## src/rtl/uvdf_pkg.sv

```systemverilog
// Shared types and constants for the UTF-8 Vietnamese diacritic fold block.
package uvdf_pkg;

  // Code point width covers 0x000000..0x1FFFFF
  localparam int CP_W = 21;

  // Sequence length codes (continuation bytes of the whole sequence)
  localparam logic [1:0] SEQ_NONE = 2'd0;
  localparam logic [1:0] SEQ_TWO  = 2'd1;
  localparam logic [1:0] SEQ_THREE = 2'd2;
  localparam logic [1:0] SEQ_FOUR = 2'd3;

  // Range limits checked when a sequence completes
  localparam logic [CP_W-1:0] MIN_TWO      = 21'h000080;
  localparam logic [CP_W-1:0] MIN_THREE    = 21'h000800;
  localparam logic [CP_W-1:0] MIN_FOUR     = 21'h010000;
  localparam logic [CP_W-1:0] SURR_LO      = 21'h00D800;
  localparam logic [CP_W-1:0] SURR_HI      = 21'h00DFFF;
  localparam logic [CP_W-1:0] CP_MAX       = 21'h10FFFF;

  // Base letters of the fold
  localparam logic [7:0] LETTER_A = 8'h61;
  localparam logic [7:0] LETTER_D = 8'h64;
  localparam logic [7:0] LETTER_E = 8'h65;
  localparam logic [7:0] LETTER_I = 8'h69;
  localparam logic [7:0] LETTER_O = 8'h6F;
  localparam logic [7:0] LETTER_U = 8'h75;
  localparam logic [7:0] LETTER_Y = 8'h79;

  // Decoder result handed to the fold stage
  typedef struct packed {
    logic            valid;
    logic            err;
    logic            last;
    logic [CP_W-1:0] cp;
  } dec_res_t;

  // Finished result item
  typedef struct packed {
    logic [7:0] out_byte;
    logic       unmapped_wide;
    logic       decode_error;
    logic       end_of_text;
  } res_t;

endpackage

```

## src/rtl/uvdf_if.sv

```systemverilog
// Handshake channels for byte input and folded character output.
interface uvdf_in_if;
  logic       valid;
  logic       ready;
  logic [7:0] in_byte;
  logic       last;

  modport source (output valid, output in_byte, output last, input ready);
  modport sink (input valid, input in_byte, input last, output ready);
endinterface

interface uvdf_out_if;
  logic       valid;
  logic       ready;
  logic [7:0] out_byte;
  logic       unmapped_wide;
  logic       decode_error;
  logic       end_of_text;

  modport source (output valid, output out_byte, output unmapped_wide,
                  output decode_error, output end_of_text, input ready);
  modport sink (input valid, input out_byte, input unmapped_wide,
                input decode_error, input end_of_text, output ready);
endinterface

```

## src/rtl/uvdf_decode.sv

```systemverilog
// UTF-8 sequence decoder: holds partial state and validates each sequence.
module uvdf_decode
  import uvdf_pkg::*;
(
  input  logic       clk,
  input  logic       rst,
  input  logic       step,
  input  logic [7:0] in_byte,
  input  logic       last,
  output dec_res_t   res
);

  logic [CP_W-1:0] partial_code_point;
  logic [1:0]      bytes_remaining;
  logic [1:0]      sequence_length;

  logic [CP_W-1:0] partial_code_point_next;
  logic [1:0]      bytes_remaining_next;
  logic [1:0]      sequence_length_next;

  logic [CP_W-1:0] shifted;
  logic [1:0]      rem_dec;
  logic            too_small;
  logic            fail;
  logic            done;

  assign shifted = {partial_code_point[CP_W-7:0], in_byte[5:0]};
  assign rem_dec = bytes_remaining - 2'd1;

  // Minimum value for the sequence length; surrogate and ceiling are checked below
  always_comb begin
    case (sequence_length)
      SEQ_TWO:   too_small = shifted < MIN_TWO;
      SEQ_THREE: too_small = shifted < MIN_THREE;
      SEQ_FOUR:  too_small = shifted < MIN_FOUR;
      default:   too_small = 1'b0;
    endcase
  end

  // Classify the byte against the decoder state
  always_comb begin
    fail = 1'b0;
    done = 1'b0;
    res.cp = {{(CP_W-8){1'b0}}, in_byte};
    partial_code_point_next = partial_code_point;
    bytes_remaining_next = bytes_remaining;
    sequence_length_next = sequence_length;
    if (bytes_remaining == 2'd0) begin
      if (!in_byte[7]) begin
        done = 1'b1;
      end else if (in_byte[7:6] == 2'b10 || in_byte[7:3] == 5'b11111) begin
        fail = 1'b1;
      end else if (last) begin
        fail = 1'b1;
      end else if (in_byte[7:5] == 3'b110) begin
        partial_code_point_next = {{(CP_W-5){1'b0}}, in_byte[4:0]};
        sequence_length_next = SEQ_TWO;
        bytes_remaining_next = SEQ_TWO;
      end else if (in_byte[7:4] == 4'b1110) begin
        partial_code_point_next = {{(CP_W-4){1'b0}}, in_byte[3:0]};
        sequence_length_next = SEQ_THREE;
        bytes_remaining_next = SEQ_THREE;
      end else begin
        partial_code_point_next = {{(CP_W-3){1'b0}}, in_byte[2:0]};
        sequence_length_next = SEQ_FOUR;
        bytes_remaining_next = SEQ_FOUR;
      end
    end else if (in_byte[7:6] != 2'b10) begin
      fail = 1'b1;
    end else if (rem_dec != 2'd0) begin
      if (last) begin
        fail = 1'b1;
      end else begin
        partial_code_point_next = shifted;
        bytes_remaining_next = rem_dec;
      end
    end else if (too_small || (shifted >= SURR_LO && shifted <= SURR_HI) ||
                 shifted > CP_MAX) begin
      fail = 1'b1;
    end else begin
      done = 1'b1;
      res.cp = shifted;
      partial_code_point_next = '0;
      bytes_remaining_next = SEQ_NONE;
      sequence_length_next = SEQ_NONE;
    end
    // Drop any partial sequence on error
    if (fail) begin
      partial_code_point_next = '0;
      bytes_remaining_next = SEQ_NONE;
      sequence_length_next = SEQ_NONE;
    end
    res.valid = fail || done;
    res.err = fail;
    res.last = last;
  end

  // Advance the decoder state on each processed byte
  always_ff @(posedge clk) begin
    if (rst) begin
      partial_code_point <= '0;
      bytes_remaining <= SEQ_NONE;
      sequence_length <= SEQ_NONE;
    end else if (step) begin
      partial_code_point <= partial_code_point_next;
      bytes_remaining <= bytes_remaining_next;
      sequence_length <= sequence_length_next;
    end
  end

endmodule

```

## src/rtl/uvdf_fold.sv

```systemverilog
// Fold of decoded code points to base letters and result formatting.
module uvdf_fold
  import uvdf_pkg::*;
(
  input  dec_res_t dec,
  output res_t     res
);

  logic [7:0] letter;
  logic       hit;

  // Look up the diacritic table
  always_comb begin
    hit = 1'b1;
    case (dec.cp)
      21'h0000E0, 21'h0000E1, 21'h001EA3, 21'h001EA1, 21'h0000E3, 21'h0000E2,
      21'h001EA7, 21'h001EA5, 21'h001EA9, 21'h001EAD, 21'h001EAB, 21'h000103,
      21'h001EB1, 21'h001EAF, 21'h001EB3, 21'h001EB7, 21'h001EB5,
      21'h0000C0, 21'h0000C1, 21'h001EA2, 21'h001EA0, 21'h0000C3, 21'h0000C2,
      21'h001EA6, 21'h001EA4, 21'h001EA8, 21'h001EAC, 21'h001EAA, 21'h000102,
      21'h001EB0, 21'h001EAE, 21'h001EB2, 21'h001EB6, 21'h001EB4:
        letter = LETTER_A;
      21'h0000E8, 21'h0000E9, 21'h001EBB, 21'h001EB9, 21'h001EBD, 21'h0000EA,
      21'h001EC1, 21'h001EBF, 21'h001EC3, 21'h001EC7, 21'h001EC5,
      21'h0000C8, 21'h0000C9, 21'h001EBA, 21'h001EB8, 21'h001EBC, 21'h0000CA,
      21'h001EC0, 21'h001EBE, 21'h001EC2, 21'h001EC6, 21'h001EC4:
        letter = LETTER_E;
      21'h0000EC, 21'h0000ED, 21'h001EC9, 21'h001ECB, 21'h000129,
      21'h0000CC, 21'h0000CD, 21'h001EC8, 21'h001ECA, 21'h000128:
        letter = LETTER_I;
      21'h0000F2, 21'h0000F3, 21'h001ECF, 21'h001ECD, 21'h0000F5, 21'h0000F4,
      21'h001ED3, 21'h001ED1, 21'h001ED5, 21'h001ED9, 21'h001ED7, 21'h0001A1,
      21'h001EDD, 21'h001EDB, 21'h001EDF, 21'h001EE3, 21'h001EE1,
      21'h0000D2, 21'h0000D3, 21'h001ECE, 21'h001ECC, 21'h0000D5, 21'h0000D4,
      21'h001ED2, 21'h001ED0, 21'h001ED4, 21'h001ED8, 21'h001ED6, 21'h0001A0,
      21'h001EDC, 21'h001EDA, 21'h001EDE, 21'h001EE2, 21'h001EE0:
        letter = LETTER_O;
      21'h0000F9, 21'h0000FA, 21'h001EE7, 21'h001EE5, 21'h000169, 21'h0001B0,
      21'h001EEB, 21'h001EE9, 21'h001EED, 21'h001EF1, 21'h001EEF,
      21'h0000D9, 21'h0000DA, 21'h001EE6, 21'h001EE4, 21'h000168, 21'h0001AF,
      21'h001EEA, 21'h001EE8, 21'h001EEC, 21'h001EF0, 21'h001EEE:
        letter = LETTER_U;
      21'h001EF3, 21'h0000FD, 21'h001EF7, 21'h001EF5, 21'h001EF9,
      21'h001EF2, 21'h0000DD, 21'h001EF6, 21'h001EF4, 21'h001EF8:
        letter = LETTER_Y;
      21'h000111, 21'h000110:
        letter = LETTER_D;
      default: begin
        letter = dec.cp[7:0];
        hit = 1'b0;
      end
    endcase
  end

  // Format the result; an error carries a zero byte
  always_comb begin
    res.end_of_text = dec.last;
    res.decode_error = dec.err;
    if (dec.err) begin
      res.out_byte = 8'h00;
      res.unmapped_wide = 1'b0;
    end else begin
      res.out_byte = letter;
      res.unmapped_wide = !hit && (dec.cp[CP_W-1:7] != '0);
    end
  end

endmodule

```

## src/rtl/utf8_vietnamese_diacritic_fold.sv

```systemverilog
// Top level: input register, UTF-8 decode and fold, result register.
//
// Takes one UTF-8 byte per transfer and gives at most one result per byte:
// a folded letter (Vietnamese vowels with diacritics in either case become
// a, e, i, o, u or y; U+0110/U+0111 become d), otherwise the low 8 bits of
// the code point with unmapped_wide set above 0x7F, or an error flag with a
// zero byte for malformed or truncated input. Lead and middle bytes of a
// valid sequence give no result. A byte is accepted every cycle while
// results drain. It is held in the input register, and its result is loaded
// into the result register and offered on char_out from there. A result that
// waits on char_out.ready holds the input register, and the input stalls once
// both registers are full. The decode plus table lookup between them is the
// only logic on that path.
module utf8_vietnamese_diacritic_fold
  import uvdf_pkg::*;
(
  input logic        clk,
  input logic        rst,
  uvdf_in_if.sink    byte_in,
  uvdf_out_if.source char_out
);

  logic       in_valid;
  logic [7:0] in_byte;
  logic       in_last;
  logic       out_valid;
  res_t       out_res;
  logic       out_free;
  logic       step;
  dec_res_t   dec;
  res_t       fold_res;

  assign out_free = !out_valid || char_out.ready;
  assign step = in_valid && out_free;
  assign byte_in.ready = !in_valid || out_free;

  // Hold the accepted byte
  always_ff @(posedge clk) begin
    if (rst) begin
      in_valid <= 1'b0;
    end else if (byte_in.ready) begin
      in_valid <= byte_in.valid;
    end
  end

  always_ff @(posedge clk) begin
    if (byte_in.valid && byte_in.ready) begin
      in_byte <= byte_in.in_byte;
      in_last <= byte_in.last;
    end
  end

  uvdf_decode u_decode (
    .clk     (clk),
    .rst     (rst),
    .step    (step),
    .in_byte (in_byte),
    .last    (in_last),
    .res     (dec)
  );

  uvdf_fold u_fold (
    .dec (dec),
    .res (fold_res)
  );

  // Load a result when the byte produces one; clear after its transfer
  always_ff @(posedge clk) begin
    if (rst) begin
      out_valid <= 1'b0;
    end else if (step && dec.valid) begin
      out_valid <= 1'b1;
    end else if (char_out.ready) begin
      out_valid <= 1'b0;
    end
  end

  always_ff @(posedge clk) begin
    if (step && dec.valid) begin
      out_res <= fold_res;
    end
  end

  assign char_out.valid = out_valid;
  assign char_out.out_byte = out_res.out_byte;
  assign char_out.unmapped_wide = out_res.unmapped_wide;
  assign char_out.decode_error = out_res.decode_error;
  assign char_out.end_of_text = out_res.end_of_text;

endmodule

```

## src/flat_wrapper.sv

```systemverilog
// flat-port wrapper written by rule: the top's interface ports become plain ports
module utf8_vietnamese_diacritic_fold_flat import uvdf_pkg::*;
  (clk, rst, byte_in_valid, byte_in_in_byte, byte_in_last, byte_in_ready, char_out_valid, char_out_out_byte, char_out_unmapped_wide, char_out_decode_error, char_out_end_of_text, char_out_ready);
  uvdf_in_if byte_in_i ();
  uvdf_out_if char_out_i ();
  input logic clk;
  input logic rst;
  input wire logic [$bits(byte_in_i.valid)-1:0] byte_in_valid;
  input wire logic [$bits(byte_in_i.in_byte)-1:0] byte_in_in_byte;
  input wire logic [$bits(byte_in_i.last)-1:0] byte_in_last;
  output wire logic [$bits(byte_in_i.ready)-1:0] byte_in_ready;
  output wire logic [$bits(char_out_i.valid)-1:0] char_out_valid;
  output wire logic [$bits(char_out_i.out_byte)-1:0] char_out_out_byte;
  output wire logic [$bits(char_out_i.unmapped_wide)-1:0] char_out_unmapped_wide;
  output wire logic [$bits(char_out_i.decode_error)-1:0] char_out_decode_error;
  output wire logic [$bits(char_out_i.end_of_text)-1:0] char_out_end_of_text;
  input wire logic [$bits(char_out_i.ready)-1:0] char_out_ready;
  assign byte_in_i.valid = byte_in_valid;
  assign byte_in_i.in_byte = byte_in_in_byte;
  assign byte_in_i.last = byte_in_last;
  assign byte_in_ready = byte_in_i.ready;
  assign char_out_valid = char_out_i.valid;
  assign char_out_out_byte = char_out_i.out_byte;
  assign char_out_unmapped_wide = char_out_i.unmapped_wide;
  assign char_out_decode_error = char_out_i.decode_error;
  assign char_out_end_of_text = char_out_i.end_of_text;
  assign char_out_i.ready = char_out_ready;
  utf8_vietnamese_diacritic_fold u_core (.clk(clk), .rst(rst), .byte_in(byte_in_i), .char_out(char_out_i));
endmodule
```

## config.mk

```make
export PLATFORM = sky130hd
export DESIGN_NAME = utf8_vietnamese_diacritic_fold_flat
export DESIGN_NICKNAME = d
export VERILOG_FILES = /design/src/rtl/uvdf_pkg.sv /design/src/rtl/uvdf_if.sv /design/src/rtl/uvdf_decode.sv /design/src/rtl/uvdf_fold.sv /design/src/rtl/utf8_vietnamese_diacritic_fold.sv /design/src/flat_wrapper.sv
export SDC_FILE = /design/constraint.sdc
export NUM_CORES = 1
export LEC_CHECK = 0
export BUFFER_PORTS_ARGS = -buffer_cell sky130_fd_sc_hd__buf_2
export CAP_MARGIN = 20
export CORE_AREA = 3 3 81 83
export CTS_BUF_LIST = sky130_fd_sc_hd__clkbuf_8
export DETAILED_ROUTE_END_ITERATION = 6
export DIE_AREA = 0 0 84 86
export PLACE_DENSITY_LB_ADDON = 0.15
export SYNTH_ARGS = -nofsm -noshare
export SYNTH_HDL_FRONTEND = slang
export SYNTH_SLANG_ARGS = --single-unit
```

## constraint.sdc

```tcl
create_clock -name clk -period 3.31 [get_ports clk]
set_input_delay 0.662 -clock clk [delete_from_list [all_inputs] [get_ports clk]]
set_output_delay 0.662 -clock clk [all_outputs]
set_load 0.01 [all_outputs]
```

==> summary.md <==
| Metric | Value |
|---|---|
| Status | `completed` |
| Vias in the first global route | `2388` |
| Setup TNS | `0 ns` |
| Boundary Pins | `26` |
| Final Wtd Congestion | `roughly 0.96` |
| GRT Overall Usage | `a little over a fifth` |
| Synth cell types | `slightly below 80` |
| Ys async rst share | `0%` |
| Area post-placement | `~2900 sq um` |
| Most frequent cell after synthesis | `nor2_1` |
| Top FF cell, synth | `dfxtp_1` |
| Mapped Cells | `about 300` |
| Worst path slowest cell | `or4_4` |
| Sw frac | `between 20 and 30%` |
| CP Cell Sequence | `or4_4 > or2_4 > o21ai_2 > nor2_1 > nand2_1 > nor3_1 > a2111oi_4 > nand3_2 > o21a_1` |
| Max FO, Critical Path | `7` |
| Global-route wire length before repair | `12.3 mm` |
| Clock root cell | `clkbuf_8` |
| Worst-path clk slew | `around 0.08 ns` |
| Number of post-CTS setup repair buffers | `0` |
| Detailed Route WL | `7.50 mm` |
| Number of synthesized flops with an enable pin | `20` |
| Drc violations | `0` |
| Largest net degree at the start of global routing | `22` |
| Initial antenna violation count | `0` |
| RSZ-0062 raised after global routing | `no` |
| WHS | `around 0.46 ns` |
| Area growth from synthesis to layout | `12.3%` |
| Die width | `about 84 microns` |
| Row Count | `28` |
| Post-CTS sizing | `0` |
| Layout cells sized above 1 | `between 20% and 30%` |
| DP Cell Count | `396` |
| Starting density of the core | `between 40% and 50%` |
| Yosys top cell by area | `edfxtp_1` |
| Hold Vio Cnt, Final | `0` |
| HPWL after detailed placement | `between 5 and 6 mm` |
| Non-filler cells, final | `404` |
| # diodes | `0` |
| Hold WC Path Type | `reg2reg` |
| Synthesized area per cell | `approximately 8.9 sq um` |
| Reg2reg path depth | `9` |
| Post-Syn Area | `2660 sq um` |
| DR vias | `between 2000 and 3000` |
| H-tree levels | `2` |
| Max Cap Viol | `0` |
| Slowest stage delay, CP | `0.61 ns` |
| Wire per inst | `18.6 microns` |
| Ys Warns | `0` |
| DRT Pass-1 Iters | `5` |
| Post-route minimum period | `slightly above 3 ns` |
| Synth top area cells | `edfxtp_1 23%, dfxtp_1 16%, nor2_1 4.5%` |
| Sequential share of power | `a little over half` |
| DRT iter0 DRCs | `between 200 and 300` |
| Post-synthesis sequential area ratio | `38.4%` |
| Share of the synthesized area in the top cell type | `about 23%` |
| Number of CTS-inserted buffers | `5` |
| Final nets | `~340` |
| Die H | `around 86 microns` |
| DIE AREA | `about 7200 sq um` |
| CTS tree | `done` |
| Via density | `~6.3` |
| Hold buffer count at cts | `0` |
| GR Overflow Total | `0` |
| Synthesized net count | `312` |
| Pint | `0.769 mW` |
| CTS Buffer Depth | `2` |
| Hold path depth | `0` |
| Synth top cells by count | `32 x nor2_1, 21 x a21oi_1, 21 x dfxtp_1` |
| Max_slew headroom | `~56%` |
| Peak supply drop | `roughly 0.18 mV` |
| Slew Limit Fails | `0` |
| Setup CP Type | `reg2reg` |
| Clock latency on the worst-skew pair | `about 0.30 ns` |
| Register bit total from synthesis | `41` |
| Fin crit share | `around 90%` |
| Psw | `about 0.3 mW` |
| Worst Max-Slew Pin Slew | `around 0.65 ns` |
| Setup violators final | `0` |
| Leak pwr | `about 1.1 nW` |
| Max Fclk | `roughly 330 MHz` |
| Clk sink count | `between 40 and 50` |
| Final non-filler cell area | `2980 sq um` |
| Startpoint types | `register` |
| Gate power share | `between 15 and 20%` |
| CP required | `roughly 3.4 ns` |
| Antenna Nets Post-Route | `0` |
| Clk network pwr share | `around 30%` |
| Pwr Density | `about 360 nW/um^2` |
| # port buffers | `25` |
| Core area | `~6000 sq um` |
| Crit end category | `register` |
| Worst EP arrival | `3.12 ns` |
| Clock Skew | `about 0.0092 ns` |
-- registers in the layout, summed over array words and instances, names as in the netlist, 2 cells and up --
name,cells
u_core.char_out.out_byte,8
u_core.in_byte,8
u_core.u_decode.bytes_remaining,2
u_core.u_decode.partial_code_point,15
u_core.u_decode.sequence_length,2
-- per-stage QoR --
| step | setup WS, ns | power, mW | util (%) |
|---|---|---|---|
| after floorplan | 0.547 | 0.703 | - |
| after global placement | 0.108 | 0.763 | 48.9 |
| after detailed placement | 0.187 | 0.763 | 48.9 |
| after CTS | 0.172 | 1.08 | 50.3 |
| after global routing | 0.0659 | 1.13 | 50.4 |
| final | 0.246 | 1.08 | 50.4 |
-- layout make-up --
type,instances,area [sq um]
Clock inverter,3,17.5
Multi-Input combinational cell,235,1540
Sequential cell,41,1020
Timing Repair Buffer,37,215
Fill cell,566,2940
Clock buffer,5,68.8
Tap cell,75,93.8
Inverter,8,30.0
-- final timing paths --
kind,from,end,slack [ns]
max,u_core.u_decode.partial_code_point[10],u_core.char_out.out_byte[5],0.25
min,u_core.in_last,u_core.char_out.end_of_text,0.46
max reg2reg,u_core.u_decode.partial_code_point[10],u_core.char_out.out_byte[5],0.25
min reg2reg,u_core.in_last,u_core.char_out.end_of_text,0.46
-- cell families (layout without fill, tap and decap cells) --
logic type                after synthesis  count (layout)  synth area share (%)
muxes                                   1               1                 0.377
DFF                                    41              41                  38.4
AOI/OAI and AO/OA                      90              90                  25.9
buffers and inverters                  23              53                  3.86
and+or+nand+nor                       143             143                  31.1
xor gates and xnor gates                1               1                 0.330
-- routing by layer --
| layer | global-route usage [%] | vias up | wire length, microns |
|---|---|---|---|
| li1 | - | 1207 | - |
| met1 | 29.1 | 1192 | 3260 |
| met5 | 0 | - | 0 |
| met4 | 7.02 | 0 | 148 |
| met2 | 35.5 | 126 | 3550 |
| met3 | 3.65 | 14 | 533 |
-- cells in the final DEF, fill, tap and decap left out, types with 6 or more instances in the layout --
| cell type | count |
|---|---|
| nand2b_1 | 9 |
| buf_2 | 25 |
| nor3_1 | 15 |
| nor4_1 | 10 |
| edfxtp_1 | 20 |
| nand2_1 | 19 |
| a21oi_1 | 20 |
| o21ai_0 | 10 |
| inv_1 | 6 |
| a22oi_1 | 14 |
| nor2_1 | 32 |
| buf_4 | 12 |
| dfxtp_1 | 21 |
| nand4_1 | 6 |
-- power by group through the flow --
stage	clock (mW)	combinational [mW]	sequential [mW]
floorplan	0	0.120	0.583
global placement	0	0.177	0.586
detailed placement	0	0.177	0.587
CTS	0.331	0.177	0.575
global route	0.356	0.197	0.578
finish	0.322	0.178	0.575
-- critical path, delay by kind of cell, from the launching register on --
family,cells,cell delay (ns)
AND/OR/NAND/NOR,6,1.50
AO/OA/AOI/OAI,3,1.01
flip-flops,1,0.32
Note: power is estimated with default switching activity, not from simulation.
